## src/hdl/vlsu_pkg.sv

```systemverilog
`default_nettype none
// ----------------------------------------------------------------------------
// vlsu_pkg: shared types, codes and helpers
// Request and result layouts, opcodes and byte-lane helper functions for the
// vector load/store lane unit.
// ----------------------------------------------------------------------------
package vlsu_pkg;

    localparam int QDEPTH = 4;

    // instruction codes
    localparam logic [3:0] MODE_VLEB  = 4'd0;
    localparam logic [3:0] MODE_VLEH  = 4'd1;
    localparam logic [3:0] MODE_VLEG  = 4'd2;
    localparam logic [3:0] MODE_VLEF  = 4'd3;
    localparam logic [3:0] MODE_VLLEZ = 4'd4;
    localparam logic [3:0] MODE_VLREP = 4'd5;
    localparam logic [3:0] MODE_VL    = 4'd6;
    localparam logic [3:0] MODE_VLBB  = 4'd7;
    localparam logic [3:0] MODE_VSTEB = 4'd8;
    localparam logic [3:0] MODE_VSTEH = 4'd9;
    localparam logic [3:0] MODE_VSTEG = 4'd10;
    localparam logic [3:0] MODE_VSTEF = 4'd11;
    localparam logic [3:0] MODE_VST   = 4'd12;
    localparam logic [3:0] MODE_LCBB  = 4'd13;
    localparam logic [3:0] MODE_VGBM  = 4'd14;
    localparam logic [3:0] MODE_VN    = 4'd15;

    // exception codes
    localparam logic [1:0] EXC_NONE = 2'd0;
    localparam logic [1:0] EXC_SPEC = 2'd1;
    localparam logic [1:0] EXC_DIS  = 2'd2;

    // condition codes
    localparam logic [1:0] CC_FULL  = 2'd0;
    localparam logic [1:0] CC_SHORT = 2'd3;

    typedef struct packed {
        logic [3:0]  mode;
        logic [4:0]  target_reg;
        logic [4:0]  source_a_reg;
        logic [4:0]  source_b_reg;
        logic [3:0]  element_code;
        logic [11:0] address_offset;
        logic [15:0] immediate_mask;
        logic [63:0] memory_high;
        logic [63:0] memory_low;
    } req_t;

    typedef struct packed {
        logic [63:0] store_high;
        logic [63:0] store_low;
        logic [4:0]  store_length;
        logic [4:0]  fetch_length;
        logic [4:0]  boundary_count;
        logic [1:0]  cond_code;
        logic        cond_code_valid;
        logic [1:0]  exception_code;
    } rsp_t;

    // decoded operation passed from front to back
    typedef struct packed {
        logic [1:0]   exc;
        logic [4:0]   rd_a;
        logic [4:0]   rd_b;
        logic         is_vn;
        logic         wr_en;
        logic [4:0]   wr_addr;
        logic [15:0]  wr_be;
        logic [127:0] wr_data;
        logic [3:0]   st_pos;
        logic [4:0]   st_len;
        logic [4:0]   fetch_len;
        logic [4:0]   bcount;
        logic [1:0]   cc;
        logic         ccv;
    } op_t;

    // front to back handshake
    typedef struct packed {
        logic valid;
        op_t  op;
    } issue_t;

    // expand byte enables (bit 15 = byte 0) to bit mask
    function automatic logic [127:0] be_bits(logic [15:0] be);
        logic [127:0] r;
        for (int i = 0; i < 16; i++)
        begin
            r[127-8*i -: 8] = {8{be[15-i]}};
        end
        return r;
    endfunction

    // enables for the leading len bytes
    function automatic logic [15:0] lead_be(logic [4:0] len);
        logic [15:0] r;
        for (int i = 0; i < 16; i++)
        begin
            r[15-i] = (5'(i) < len);
        end
        return r;
    endfunction

    // bytes to the block boundary, capped at sixteen
    function automatic logic [4:0] block_count(logic [2:0] code, logic [11:0] addr);
        logic [12:0] bnd;
        logic [12:0] n;
        bnd = 13'd64 << code;
        n   = bnd - ({1'b0, addr} & (bnd - 13'd1));
        return (n > 13'd16) ? 5'd16 : n[4:0];
    endfunction

endpackage
`default_nettype wire

```

## src/hdl/vlsu_rsp_fifo.sv

```systemverilog
`default_nettype none
// ----------------------------------------------------------------------------
// vlsu_rsp_fifo: result queue
// Holds finished results until the receiver pops them.
// ----------------------------------------------------------------------------
module vlsu_rsp_fifo
(
    input  wire logic           clk,
    input  wire logic           rst_n,
    input  wire logic           push,
    input  wire vlsu_pkg::rsp_t din,
    input  wire logic           pop,
    output logic                empty,
    output vlsu_pkg::rsp_t      dout,
    output logic [2:0]          cnt
);

    vlsu_pkg::rsp_t q_reg [vlsu_pkg::QDEPTH];
    logic [1:0] wr_ptr_reg, wr_ptr_next;
    logic [1:0] rd_ptr_reg, rd_ptr_next;
    logic [2:0] cnt_reg, cnt_next;
    logic       do_pop;

    assign empty  = (cnt_reg == 3'd0);
    assign do_pop = pop && !empty;
    assign dout   = q_reg[rd_ptr_reg];
    assign cnt    = cnt_reg;

    // pointers; the back end never pushes into a full queue
    always_comb
    begin
        wr_ptr_next = wr_ptr_reg + 2'(push);
        rd_ptr_next = rd_ptr_reg + 2'(do_pop);
        cnt_next    = cnt_reg + 3'(push) - 3'(do_pop);
    end

    always_ff @(posedge clk or negedge rst_n)
    begin
        if (!rst_n)
        begin
            wr_ptr_reg <= '0;
            rd_ptr_reg <= '0;
            cnt_reg    <= '0;
        end
        else
        begin
            wr_ptr_reg <= wr_ptr_next;
            rd_ptr_reg <= rd_ptr_next;
            cnt_reg    <= cnt_next;
        end
    end

    always_ff @(posedge clk)
    begin
        if (push)
            q_reg[wr_ptr_reg] <= din;
    end

endmodule
`default_nettype wire

```

## config.mk

```make
export PLATFORM = sky130hd
export DESIGN_NAME = vlsu_rsp_fifo
export DESIGN_NICKNAME = d
export VERILOG_FILES = /design/src/hdl/vlsu_pkg.sv /design/src/hdl/vlsu_rsp_fifo.sv
export SDC_FILE = /design/constraint.sdc
export NUM_CORES = 1
export LEC_CHECK = 0
export BUFFER_PORTS_ARGS = -buffer_cell sky130_fd_sc_hd__buf_2
export CORE_MARGIN = 1
export CORE_UTILIZATION = 50
export CTS_CLUSTER_DIAMETER = 120
export DETAILED_ROUTE_END_ITERATION = 7
export GPL_TIMING_DRIVEN = 0
export PLACE_DENSITY_LB_ADDON = 0.12
export SYNTH_ARGS = -nofsm -noshare
export SYNTH_HDL_FRONTEND = slang
export SYNTH_SLANG_ARGS = --single-unit
```

## constraint.sdc

```tcl
create_clock -name clk -period 23 [get_ports clk]
set_clock_uncertainty 0.1 [all_clocks]
set_input_delay 2.3 -clock clk [delete_from_list [all_inputs] [get_ports clk]]
set_output_delay 2.3 -clock clk [all_outputs]
set_load 0.05 [all_outputs]
```

==> results_dict.tcl <==
set metrics [dict create \
    cts_sinks 599 \
    rsz0062_at_grt "false" \
    cts_max_level 2 \
    grt_usage_pct 19.6 \
    largest_reg_flops 592 \
    fp.dieW_microns 210 \
    routedWlPerCell_microns 23.4 \
    startpoint_type "register" \
    crit_type "register to output pin" \
    hpwlAfterDp_microns 27800 \
    synthXorXnorAreaFrac_pct 0.202 \
    std_cell_rows 75 \
    layout_commonest_cell "edfxtp_1" \
    syn_nets 957 \
    hold_class "register to register" \
    critical_path_arrival_ns 2.79 \
    holdBufCountCts 0 \
    numCtsBuffers 58 \
    clock_path_buffers 3 \
    worst-path-buf-inv 4 \
    grt_antenna_before_repair 8 \
    dr_total_vias 9739 \
    cpPeakStageDelay_ns 0.69 \
    synth_seq_cells 599 \
    grt_max_degree 58 \
    drc_errors 0 \
    placed_cells 1712 \
    vdd_drop_max_uv 94.8 \
    synth_compound_area_share_pct 0.0981 \
    end_kind "output pin" \
    mostFrequentLayoutCells "592 x edfxtp_1, 321 x buf_2, 148 x mux4_2" \
    fin_crit_sh_pct 22.6 \
    grt_pass1_vias 10300 \
    cts_tree "yes" \
    required_ns 20.60 \
    worst_slew_pin_slew_ns 0.916 \
    final_cells 1815 \
    port_buffers 303 \
    synth_top_family_by_area "multiplexers" \
    ant_nets 0 \
    nNetsFinal 1350 \
    root_buffer "clkbuf_16" \
    initial_core_util_pct 51.2 \
    cpLargestDelayFamily "buffers and inverters" \
    crit_top_cell "buf_2" \
    synth_fa_ha_area_share_pct 0.208 \
    avgSynthCellArea_sq_um 27.0 \
    yosys_warnings 0 \
    fmax_ghz 0.193 \
    core_area_sq_mm 0.0423 \
    outcome "finished clean" \
    post-cts-setup-buffers 0 \
    drv_slew 0 \
    dr.pass1.iters 5 \
    synth-seq-area-share_pct 82.8 \
    clk_pin_slew_ns 0.06 \
    clock_latency_ns 0.59 \
    die_area_sq_mm 0.0442 \
    crit_slowest_cell "clkbuf_1" \
    p_per_area_mw_per_mm2 150 \
    grt_pass1_wl_microns 63700 \
    synth_simple_gate_area_share_pct 0.179 \
    ios 304 \
    setup_viol 0 \
    gr-total-overflow 0 \
    gp_congestion 0.694 \
    cts_resized 0 \
    synthCells 802 \
    drtIter0Drc 725 \
    critPathMaxFanout 10 \
    leakage_nw 8.98 \
    fin_crit_ns 5.19 \
    drv_cap 0 \
    crit_chain "buf_2, clkbuf_1, buf_2, mux4_2, buf_2" \
    whs_ns 0.453 \
    relSlewSlack_pct 38.9 \
    routed_wl_microns 42500 \
    yosysUniqueCellTypes 22 \
    area_growth_pct 21.1 \
    viasPerCell 5.37 \
    synthMuxAreaShare_pct 15.4 \
    syn_area_sq_mm 0.0217 \
    die_h_microns 210 \
    final_layout_size_suffix_gt1_share_pct 47.5 \
    finalHoldViolCount 0 \
]
## final timing paths
path / start / endpoint / slack [ns] / depth (start not counted)
max in group asynchronous: rst_n / cnt[2] / 21.19 / 1
max reg2reg: wr_ptr_reg[1] / q_reg[1][85] / 20.78 / 3
min: wr_ptr_reg[1] / wr_ptr_reg[1] / 0.45 / 1
max: rd_ptr_reg[1] / dout[44] / 17.81 / 5
min reg2reg: wr_ptr_reg[1] / wr_ptr_reg[1] / 0.45 / 1
min in group asynchronous: rst_n / wr_ptr_reg[0] / 1.44 / 1
## cells in the mapped netlist
| master | number | share of area (%) |
|---|---|---|
| edfxtp_1 | 592 | 82 |
| nor3_1 | 1 | 0.023 |
| mux4_2 | 148 | 15 |
| buf_2 | 18 | 0.42 |
| clkbuf_1 | 4 | 0.069 |
| buf_4 | 1 | 0.035 |
| o31ai_1 | 1 | 0.035 |
| and3_1 | 1 | 0.029 |
| o21ai_0 | 1 | 0.023 |
| ha_1 | 2 | 0.12 |
| and3b_1 | 1 | 0.040 |
| nand2_1 | 1 | 0.017 |
| xor2_1 | 1 | 0.040 |
| mux2i_1 | 1 | 0.046 |
| o311ai_0 | 1 | 0.040 |
| xnor2_1 | 4 | 0.16 |
| dfrtp_1 | 7 | 0.81 |
| fa_1 | 1 | 0.092 |
| buf_6 | 11 | 0.57 |
| inv_1 | 2 | 0.035 |
| nor2_1 | 2 | 0.035 |
| nor3b_1 | 1 | 0.035 |
## cell type report
class,instances,area [sq um]
Sequential cell,599,18000
Fill cell,2893,16100
Multi-Input combinational cell,167,3510
Timing Repair Buffer,333,2020
Clock buffer,80,1580
Tap cell,577,722
Buffer,34,236
Clock inverter,20,220
Inverter,2,7.51
Antenna cell,3,7.51
## routing by layer
layer  global-route usage, %  routed length, microns  vias to the layer above
met3                    5.91                    3110                       69
li1                        -                       -                     4301
met1                    26.1                   17200                     5092
met2                    31.5                   21300                      267
met5                       0                      64                        -
met4                    5.81                     784                       10
## through the flow
| step | util (%) | setup slack [ns] | area, sq um | setup TNS [ns] | power [mW] |
|---|---|---|---|---|---|
| final | 62.0 | 17.81 | 26300 | 0 | 3.95 |
| after global routing | 62.0 | 17.63 | 26300 | 0 | 4.10 |
| after CTS | 62.0 | 17.66 | 26300 | 0 | 4.00 |
| after detailed placement | 57.8 | 18.32 | 24500 | 0 | 3.09 |
| after global placement | 56.5 | -0.230 | 23900 | -32.22 | 3.13 |
| after floorplan | - | 9.17 | 21700 | 0 | 2.71 |
## power by group
part | leakage, nW | switching, mW | total (mW) | internal (mW)
combinational | 2.59 | 1.09 | 1.57 | 0.477
sequential | 5.52 | 0.0449 | 1.47 | 1.43
clock | 0.869 | 0.373 | 0.902 | 0.529
total | 8.98 | 1.51 | 3.95 | 2.43
## logic make-up after synthesis
logic type      Yosys count
compound gates            3
simple gates              7
xor+xnor                  5
mux                     149
flops                   599
fa+ha+maj                 3
buf+inv                  36
No activity file was read; power rests on OpenSTA's default activity.
