### src/hdl/vlsu_pkg.sv
`default_nettype none
// ----------------------------------------------------------------------------
// vlsu_pkg: shared types, codes and helpers
// Request and result layouts, opcodes and byte-lane helper functions for the
// vector load/store lane unit.
// ----------------------------------------------------------------------------
package vlsu_pkg;

    localparam int QDEPTH = 4;

    // instruction codes
    localparam logic [3:0] MODE_VLEB  = 4'd0;
    localparam logic [3:0] MODE_VLEH  = 4'd1;
    localparam logic [3:0] MODE_VLEG  = 4'd2;
    localparam logic [3:0] MODE_VLEF  = 4'd3;
    localparam logic [3:0] MODE_VLLEZ = 4'd4;
    localparam logic [3:0] MODE_VLREP = 4'd5;
    localparam logic [3:0] MODE_VL    = 4'd6;
    localparam logic [3:0] MODE_VLBB  = 4'd7;
    localparam logic [3:0] MODE_VSTEB = 4'd8;
    localparam logic [3:0] MODE_VSTEH = 4'd9;
    localparam logic [3:0] MODE_VSTEG = 4'd10;
    localparam logic [3:0] MODE_VSTEF = 4'd11;
    localparam logic [3:0] MODE_VST   = 4'd12;
    localparam logic [3:0] MODE_LCBB  = 4'd13;
    localparam logic [3:0] MODE_VGBM  = 4'd14;
    localparam logic [3:0] MODE_VN    = 4'd15;

    // exception codes
    localparam logic [1:0] EXC_NONE = 2'd0;
    localparam logic [1:0] EXC_SPEC = 2'd1;
    localparam logic [1:0] EXC_DIS  = 2'd2;

    // condition codes
    localparam logic [1:0] CC_FULL  = 2'd0;
    localparam logic [1:0] CC_SHORT = 2'd3;

    typedef struct packed {
        logic [3:0]  mode;
        logic [4:0]  target_reg;
        logic [4:0]  source_a_reg;
        logic [4:0]  source_b_reg;
        logic [3:0]  element_code;
        logic [11:0] address_offset;
        logic [15:0] immediate_mask;
        logic [63:0] memory_high;
        logic [63:0] memory_low;
    } req_t;

    typedef struct packed {
        logic [63:0] store_high;
        logic [63:0] store_low;
        logic [4:0]  store_length;
        logic [4:0]  fetch_length;
        logic [4:0]  boundary_count;
        logic [1:0]  cond_code;
        logic        cond_code_valid;
        logic [1:0]  exception_code;
    } rsp_t;

    // decoded operation passed from front to back
    typedef struct packed {
        logic [1:0]   exc;
        logic [4:0]   rd_a;
        logic [4:0]   rd_b;
        logic         is_vn;
        logic         wr_en;
        logic [4:0]   wr_addr;
        logic [15:0]  wr_be;
        logic [127:0] wr_data;
        logic [3:0]   st_pos;
        logic [4:0]   st_len;
        logic [4:0]   fetch_len;
        logic [4:0]   bcount;
        logic [1:0]   cc;
        logic         ccv;
    } op_t;

    // front to back handshake
    typedef struct packed {
        logic valid;
        op_t  op;
    } issue_t;

    // expand byte enables (bit 15 = byte 0) to bit mask
    function automatic logic [127:0] be_bits(logic [15:0] be);
        logic [127:0] r;
        for (int i = 0; i < 16; i++)
        begin
            r[127-8*i -: 8] = {8{be[15-i]}};
        end
        return r;
    endfunction

    // enables for the leading len bytes
    function automatic logic [15:0] lead_be(logic [4:0] len);
        logic [15:0] r;
        for (int i = 0; i < 16; i++)
        begin
            r[15-i] = (5'(i) < len);
        end
        return r;
    endfunction

    // bytes to the block boundary, capped at sixteen
    function automatic logic [4:0] block_count(logic [2:0] code, logic [11:0] addr);
        logic [12:0] bnd;
        logic [12:0] n;
        bnd = 13'd64 << code;
        n   = bnd - ({1'b0, addr} & (bnd - 13'd1));
        return (n > 13'd16) ? 5'd16 : n[4:0];
    endfunction

endpackage
`default_nettype wire

### src/hdl/vlsu_front.sv
`default_nettype none
// ----------------------------------------------------------------------------
// vlsu_front: request decode and operation queue
// Classifies each request into byte-lane writes, reads and result fields and
// holds the decoded operations in a short queue for the back end.
// ----------------------------------------------------------------------------
module vlsu_front
(
    input  wire logic           clk,
    input  wire logic           rst_n,
    input  wire logic           vec_en,
    input  wire vlsu_pkg::req_t req,
    input  wire logic           push,
    output logic                full,
    output vlsu_pkg::issue_t    issue,
    input  wire logic           take
);

    vlsu_pkg::op_t op;
    vlsu_pkg::op_t q_reg [vlsu_pkg::QDEPTH];
    logic [1:0] wr_ptr_reg, wr_ptr_next;
    logic [1:0] rd_ptr_reg, rd_ptr_next;
    logic [2:0] cnt_reg, cnt_next;
    logic       do_push, do_pop;

    logic [127:0] mem;
    logic [3:0]   m3;
    logic [4:0]   len;
    logic [1:0]   lg;
    logic [3:0]   pos;
    logic [3:0]   emax;
    logic [127:0] rep;

    // decode
    always_comb
    begin
        mem = {req.memory_high, req.memory_low};
        m3  = req.element_code;
        op  = '0;
        op.wr_addr = req.target_reg;
        op.rd_a    = req.target_reg;
        op.rd_b    = req.source_b_reg;
        case (req.mode[1:0])
            2'd0:    begin lg = 2'd0; emax = 4'd15; end
            2'd1:    begin lg = 2'd1; emax = 4'd7;  end
            2'd2:    begin lg = 2'd3; emax = 4'd1;  end
            default: begin lg = 2'd2; emax = 4'd3;  end
        endcase
        len = 5'd1 << lg;
        pos = m3 << lg;
        for (int i = 0; i < 16; i++)
        begin
            rep[127-8*i -: 8] = mem[127-8*(32'(i) & (32'(len) - 1)) -: 8];
        end

        if (!vec_en)
        begin
            op.exc = vlsu_pkg::EXC_DIS;
        end
        else
        begin
            case (req.mode)
                vlsu_pkg::MODE_VLEB, vlsu_pkg::MODE_VLEH,
                vlsu_pkg::MODE_VLEG, vlsu_pkg::MODE_VLEF:
                begin
                    if (m3 > emax)
                        op.exc = vlsu_pkg::EXC_SPEC;
                    else
                    begin
                        op.wr_en     = 1'b1;
                        op.wr_be     = vlsu_pkg::lead_be(len) >> pos;
                        op.wr_data   = mem >> {pos, 3'b000};
                        op.fetch_len = len;
                    end
                end
                vlsu_pkg::MODE_VSTEB, vlsu_pkg::MODE_VSTEH,
                vlsu_pkg::MODE_VSTEG, vlsu_pkg::MODE_VSTEF:
                begin
                    if (m3 > emax)
                        op.exc = vlsu_pkg::EXC_SPEC;
                    else
                    begin
                        op.st_pos = pos;
                        op.st_len = len;
                    end
                end
                vlsu_pkg::MODE_VLLEZ:
                begin
                    if (m3 > 4'd3 && m3 != 4'd6)
                        op.exc = vlsu_pkg::EXC_SPEC;
                    else
                    begin
                        if (m3 == 4'd6)
                        begin
                            len = 5'd4;
                            pos = 4'd0;
                        end
                        else
                        begin
                            len = 5'd1 << m3[1:0];
                            pos = 4'd8 - len[3:0];
                        end
                        op.wr_en     = 1'b1;
                        op.wr_be     = 16'hffff;
                        op.wr_data   = (mem & vlsu_pkg::be_bits(vlsu_pkg::lead_be(len)))
                                       >> {pos, 3'b000};
                        op.fetch_len = len;
                    end
                end
                vlsu_pkg::MODE_VLREP:
                begin
                    if (m3 > 4'd3)
                        op.exc = vlsu_pkg::EXC_SPEC;
                    else
                    begin
                        len = 5'd1 << m3[1:0];
                        for (int i = 0; i < 16; i++)
                        begin
                            rep[127-8*i -: 8] = mem[127-8*(32'(i) & (32'(len) - 1)) -: 8];
                        end
                        op.wr_en     = 1'b1;
                        op.wr_be     = 16'hffff;
                        op.wr_data   = rep;
                        op.fetch_len = len;
                    end
                end
                vlsu_pkg::MODE_VL:
                begin
                    op.wr_en     = 1'b1;
                    op.wr_be     = 16'hffff;
                    op.wr_data   = mem;
                    op.fetch_len = 5'd16;
                end
                vlsu_pkg::MODE_VLBB:
                begin
                    if (m3 > 4'd6)
                        op.exc = vlsu_pkg::EXC_SPEC;
                    else
                    begin
                        len          = vlsu_pkg::block_count(m3[2:0], req.address_offset);
                        op.wr_en     = 1'b1;
                        op.wr_be     = vlsu_pkg::lead_be(len);
                        op.wr_data   = mem;
                        op.fetch_len = len;
                    end
                end
                vlsu_pkg::MODE_VST:
                begin
                    op.st_len = 5'd16;
                end
                vlsu_pkg::MODE_LCBB:
                begin
                    if (m3 > 4'd6)
                        op.exc = vlsu_pkg::EXC_SPEC;
                    else
                    begin
                        op.bcount = vlsu_pkg::block_count(m3[2:0], req.address_offset);
                        op.cc     = (op.bcount == 5'd16) ? vlsu_pkg::CC_FULL
                                                         : vlsu_pkg::CC_SHORT;
                        op.ccv    = 1'b1;
                    end
                end
                vlsu_pkg::MODE_VGBM:
                begin
                    op.wr_en   = 1'b1;
                    op.wr_be   = 16'hffff;
                    op.wr_data = vlsu_pkg::be_bits(req.immediate_mask);
                end
                default:
                begin
                    op.is_vn = 1'b1;
                    op.rd_a  = req.source_a_reg;
                    op.wr_en = 1'b1;
                    op.wr_be = 16'hffff;
                end
            endcase
        end
        // only the written lanes carry data
        op.wr_data = op.wr_data & vlsu_pkg::be_bits(op.wr_be);
    end

    // operation queue
    assign full    = (cnt_reg == 3'(vlsu_pkg::QDEPTH));
    assign do_push = push && !full;
    assign do_pop  = take && (cnt_reg != 3'd0);

    assign issue.valid = (cnt_reg != 3'd0);
    assign issue.op    = q_reg[rd_ptr_reg];

    always_comb
    begin
        wr_ptr_next = wr_ptr_reg + 2'(do_push);
        rd_ptr_next = rd_ptr_reg + 2'(do_pop);
        cnt_next    = cnt_reg + 3'(do_push) - 3'(do_pop);
    end

    always_ff @(posedge clk or negedge rst_n)
    begin
        if (!rst_n)
        begin
            wr_ptr_reg <= '0;
            rd_ptr_reg <= '0;
            cnt_reg    <= '0;
        end
        else
        begin
            wr_ptr_reg <= wr_ptr_next;
            rd_ptr_reg <= rd_ptr_next;
            cnt_reg    <= cnt_next;
        end
    end

    always_ff @(posedge clk)
    begin
        if (do_push)
            q_reg[wr_ptr_reg] <= op;
    end

endmodule
`default_nettype wire

### config.mk
export PLATFORM = sky130hd
export DESIGN_NAME = vlsu_front
export DESIGN_NICKNAME = d
export VERILOG_FILES = /design/src/hdl/vlsu_pkg.sv /design/src/hdl/vlsu_front.sv
export SDC_FILE = /design/constraint.sdc
export NUM_CORES = 1
export LEC_CHECK = 0
export BUFFER_PORTS_ARGS = -buffer_cell sky130_fd_sc_hd__buf_2
export CORE_ASPECT_RATIO = 1.2
export CORE_MARGIN = 3
export CORE_UTILIZATION = 40
export DETAILED_ROUTE_END_ITERATION = 6
export SLEW_MARGIN = 30
export SYNTH_ARGS = -nofsm -noshare
export SYNTH_HDL_FRONTEND = slang
export SYNTH_SLANG_ARGS = --single-unit
### constraint.sdc
create_clock -name clk -period 37.1 [get_ports clk]
set_input_delay 3.71 -clock clk [delete_from_list [all_inputs] [get_ports clk]]
set_output_delay 3.71 -clock clk [all_outputs]
set_load 0.02 [all_outputs]
==> impl_metrics.toml <==
[status]
status = "complete, but fails checks"
violations = "design-rule violations"

[setup_path]
reg2reg_from = "cnt_reg[2]"
ff2ff_path_depth = 7
critPathRequiredTime_ns = 37.48
start_kind = "input port"
critPathCaptureType = "flop"
crit_type = "in -> reg"
r2r_setup_slack_ns = 33.34
worstReg2RegEnd = "q_reg[2][90]"
cp.arrival_ns = 9.15
critPathMaxFanout = 36

[yosys]
ys_types = 94
yosysMostFrequentCell = "edfxtp_1"
ys_top_cells_by_area = "edfxtp_1 (56%), mux4_2 (11%), mux2i_1 (5.6%)"
avgSynthCellArea_sq_um = 13.0
synth-warning-count = 0
syn-num-nets = 3237
synthCells = 3035
seq_area_frac_synth_pct = 56.4
synthFlopType = "edfxtp_1"
yosys-top-cells-count = "edfxtp_1 (736), nand2_1 (252), mux2i_1 (221)"
synth-async-reset-ratio_pct = 0.942
yosysTopAreaCell = "edfxtp_1"
synth_area_sq_mm = 0.0395
synth_top_area_share_pct = 56.0
yosys_register_bits = 743
synth_edf_count = 736

[layout]
nets = 3518
area_growth_pct = 14.6
nFillCells = 8821
final_util_pct = 46.5
drive_above_1_share_pct = 25.4
largest_register_ffs = 736

[cts]
cts_resized = 0
htreeDepth = 3
cts_buffers = 75
cts_tree = "done"
clock_sinks = 743
ctsHoldBuffers = 0
clk_path_buf_depth = 3
cts_setup_buffers = 0
cts-root-buf = "clkbuf_16"
worstSkewPairLatency_ns = 0.65
clkTransAtPathRegs_ns = 0.06

[placed_design]
dp_hpwl_microns = 129000
gp_congestion = 1.07
portBuffers = 370

[drt]
drcViolationCount = 11
wl_per_cell_microns = 38.5
ant_nets = 0
drt_iter0_markers = 4392
viasPerCell = 6.83
wl_microns = 179000
vias = 31764
drt_pass1_iterations = 7

[floorplan]
die_w_microns = 293
start_util_pct = 40.6
core_sq_mm = 0.0973
row_count = 125
ios = 371
design.die.area_sq_mm = 0.103
dieHeight_microns = 350

[timing]
tightest_slew_ns = 1.11
rsz0062_at_grt = "no"
fin_skew_ns = 0.0306
finalCritPeriodShare_pct = 23.6
fin_crit_ns = 8.76
slew_viol_final = 0
max_freq_ghz = 0.114
setup_violations = 0
slew_headroom_pct = 23.8
finalSetupTns_ns = 0
finalHoldViolations = 0

[power_and_ir_drop]
power_density_mw_per_mm2 = 65.6
fin_total_pwr_w = 0.00297
leakage_nw = 16.4
irDropWorstVdd_mv = 0.0541

[worst_hold_path]
min_to = "cnt_reg[2]"
hp-class = "reg -> reg"
whs_path_depth = 1
min_from = "cnt_reg[2]"

[grt]
grt_max_degree = 124
grt_pass1_vias = 30880
grt_first_pass_wirelength_microns = 247000
antenna_found_initial = 21
overflow = 0
grt_usage_pct = 34.3

[run]
cap_violations = 0
## placed cells by master (no fill, tap or decap), types with 9 or more instances in the layout
master	netlist	final
edfxtp_1	736	736
buf_2	35	373
nand2_1	252	248
mux2i_1	221	213
a21oi_1	194	192
mux4_2	185	185
nor2_1	173	167
o21ai_0	104	104
buf_4	3	91
a221oi_1	83	82
nor3_1	82	80
clkbuf_16	0	76
a211oi_1	67	63
nand3_1	59	59
o211ai_1	52	52
inv_1	46	46
a22oi_1	39	39
and3_1	33	32
o221ai_1	31	31
a2111oi_0	27	24
and2_1	24	23
mux2_2	23	22
a31oi_1	22	22
nor2b_1	21	20
clkinv_1	2	19
o21a_1	18	18
o22ai_1	19	18
diode_2	0	17
ha_1	17	17
a221o_1	16	16
nand2b_1	15	15
clkbuf_1	147	15
a32oi_1	13	13
a211o_1	12	12
o31ai_1	13	11
and3b_1	9	9
a21o_1	9	9
## power by group
| part | total (W) | internal [W] | switching, W |
|---|---|---|---|
| Combinational | 0.00111 | 0.000382 | 0.000728 |
| Sequential | 0.00114 | 0.00109 | 0.0000449 |
| Clock | 0.000723 | 0.000406 | 0.000316 |
## worst max path at each step
stage                        from       endpoint
finish                   req[175]  q_reg[2][142]
global route             req[175]  q_reg[1][142]
CTS                 rd_ptr_reg[0]      issue[32]
detailed placement       req[175]  q_reg[0][142]
global placement         req[156]  q_reg[0][113]
floorplan                    push    q_reg[0][0]
## per-layer routing
layer | track usage (%) | wire, microns | vias up
met3 | 9.17 | 18100 | 654
met1 | 41.7 | 65000 | 16032
li1 | - | - | 12836
met5 | 0 | 64 | -
met4 | 24.9 | 15600 | 10
met2 | 53.2 | 80500 | 2232
## critical path, stage by stage
cell and delay [ns]:
buf_2 0.16, inv_1 0.12, ha_1 0.60, inv_1 0.29, ha_1 0.27, a211oi_1 0.38, o31a_1 0.30, buf_4 0.57
nand2_2 0.54, buf_4 0.47, o21ai_0 0.61, or3_1 0.53, a21oi_1 0.14, nor3_1 0.38
## cell type report
class / instances / area (sq um) / share of cell area, %
flip-flops and latches: 743 / 22300 / 49.2
inverters: 48 / 180 / 0.398
diodes: 17 / 42.5 / 0.0940
clock buffers: 91 / 1960 / 4.33
clock inverters: 37 / 369 / 0.816
repair buffers: 472 / 2670 / 5.91
well taps: 1270 / 1590 / 3.51
multi-input cells: 1976 / 16200 / 35.7
## per-stage QoR
stage	cells	cell area, sq um	worst slack [ns]	hold slack (ns)
6_report	4654	45300	28.34	0.491
4_1_cts	4632	45100	28.39	0.499
3_5_place_dp	4504	42800	28.01	0.489
3_3_place_gp	4500	42700	27.89	0.477
5_1_grt	4641	45200	28.35	0.531
2_1_floorplan	3035	39500	19.96	0.452
## logic make-up after synthesis
logic type	synth area share [%]
AOI/OAI and AO/OA	14.4
xor gates and xnor gates	0.178
adders and majority gates	0.590
buffers and inverters	3.21
DFF	56.4
muxes	16.8
and+or+nand+nor	8.39
Power figures use the tool's default switching activity.
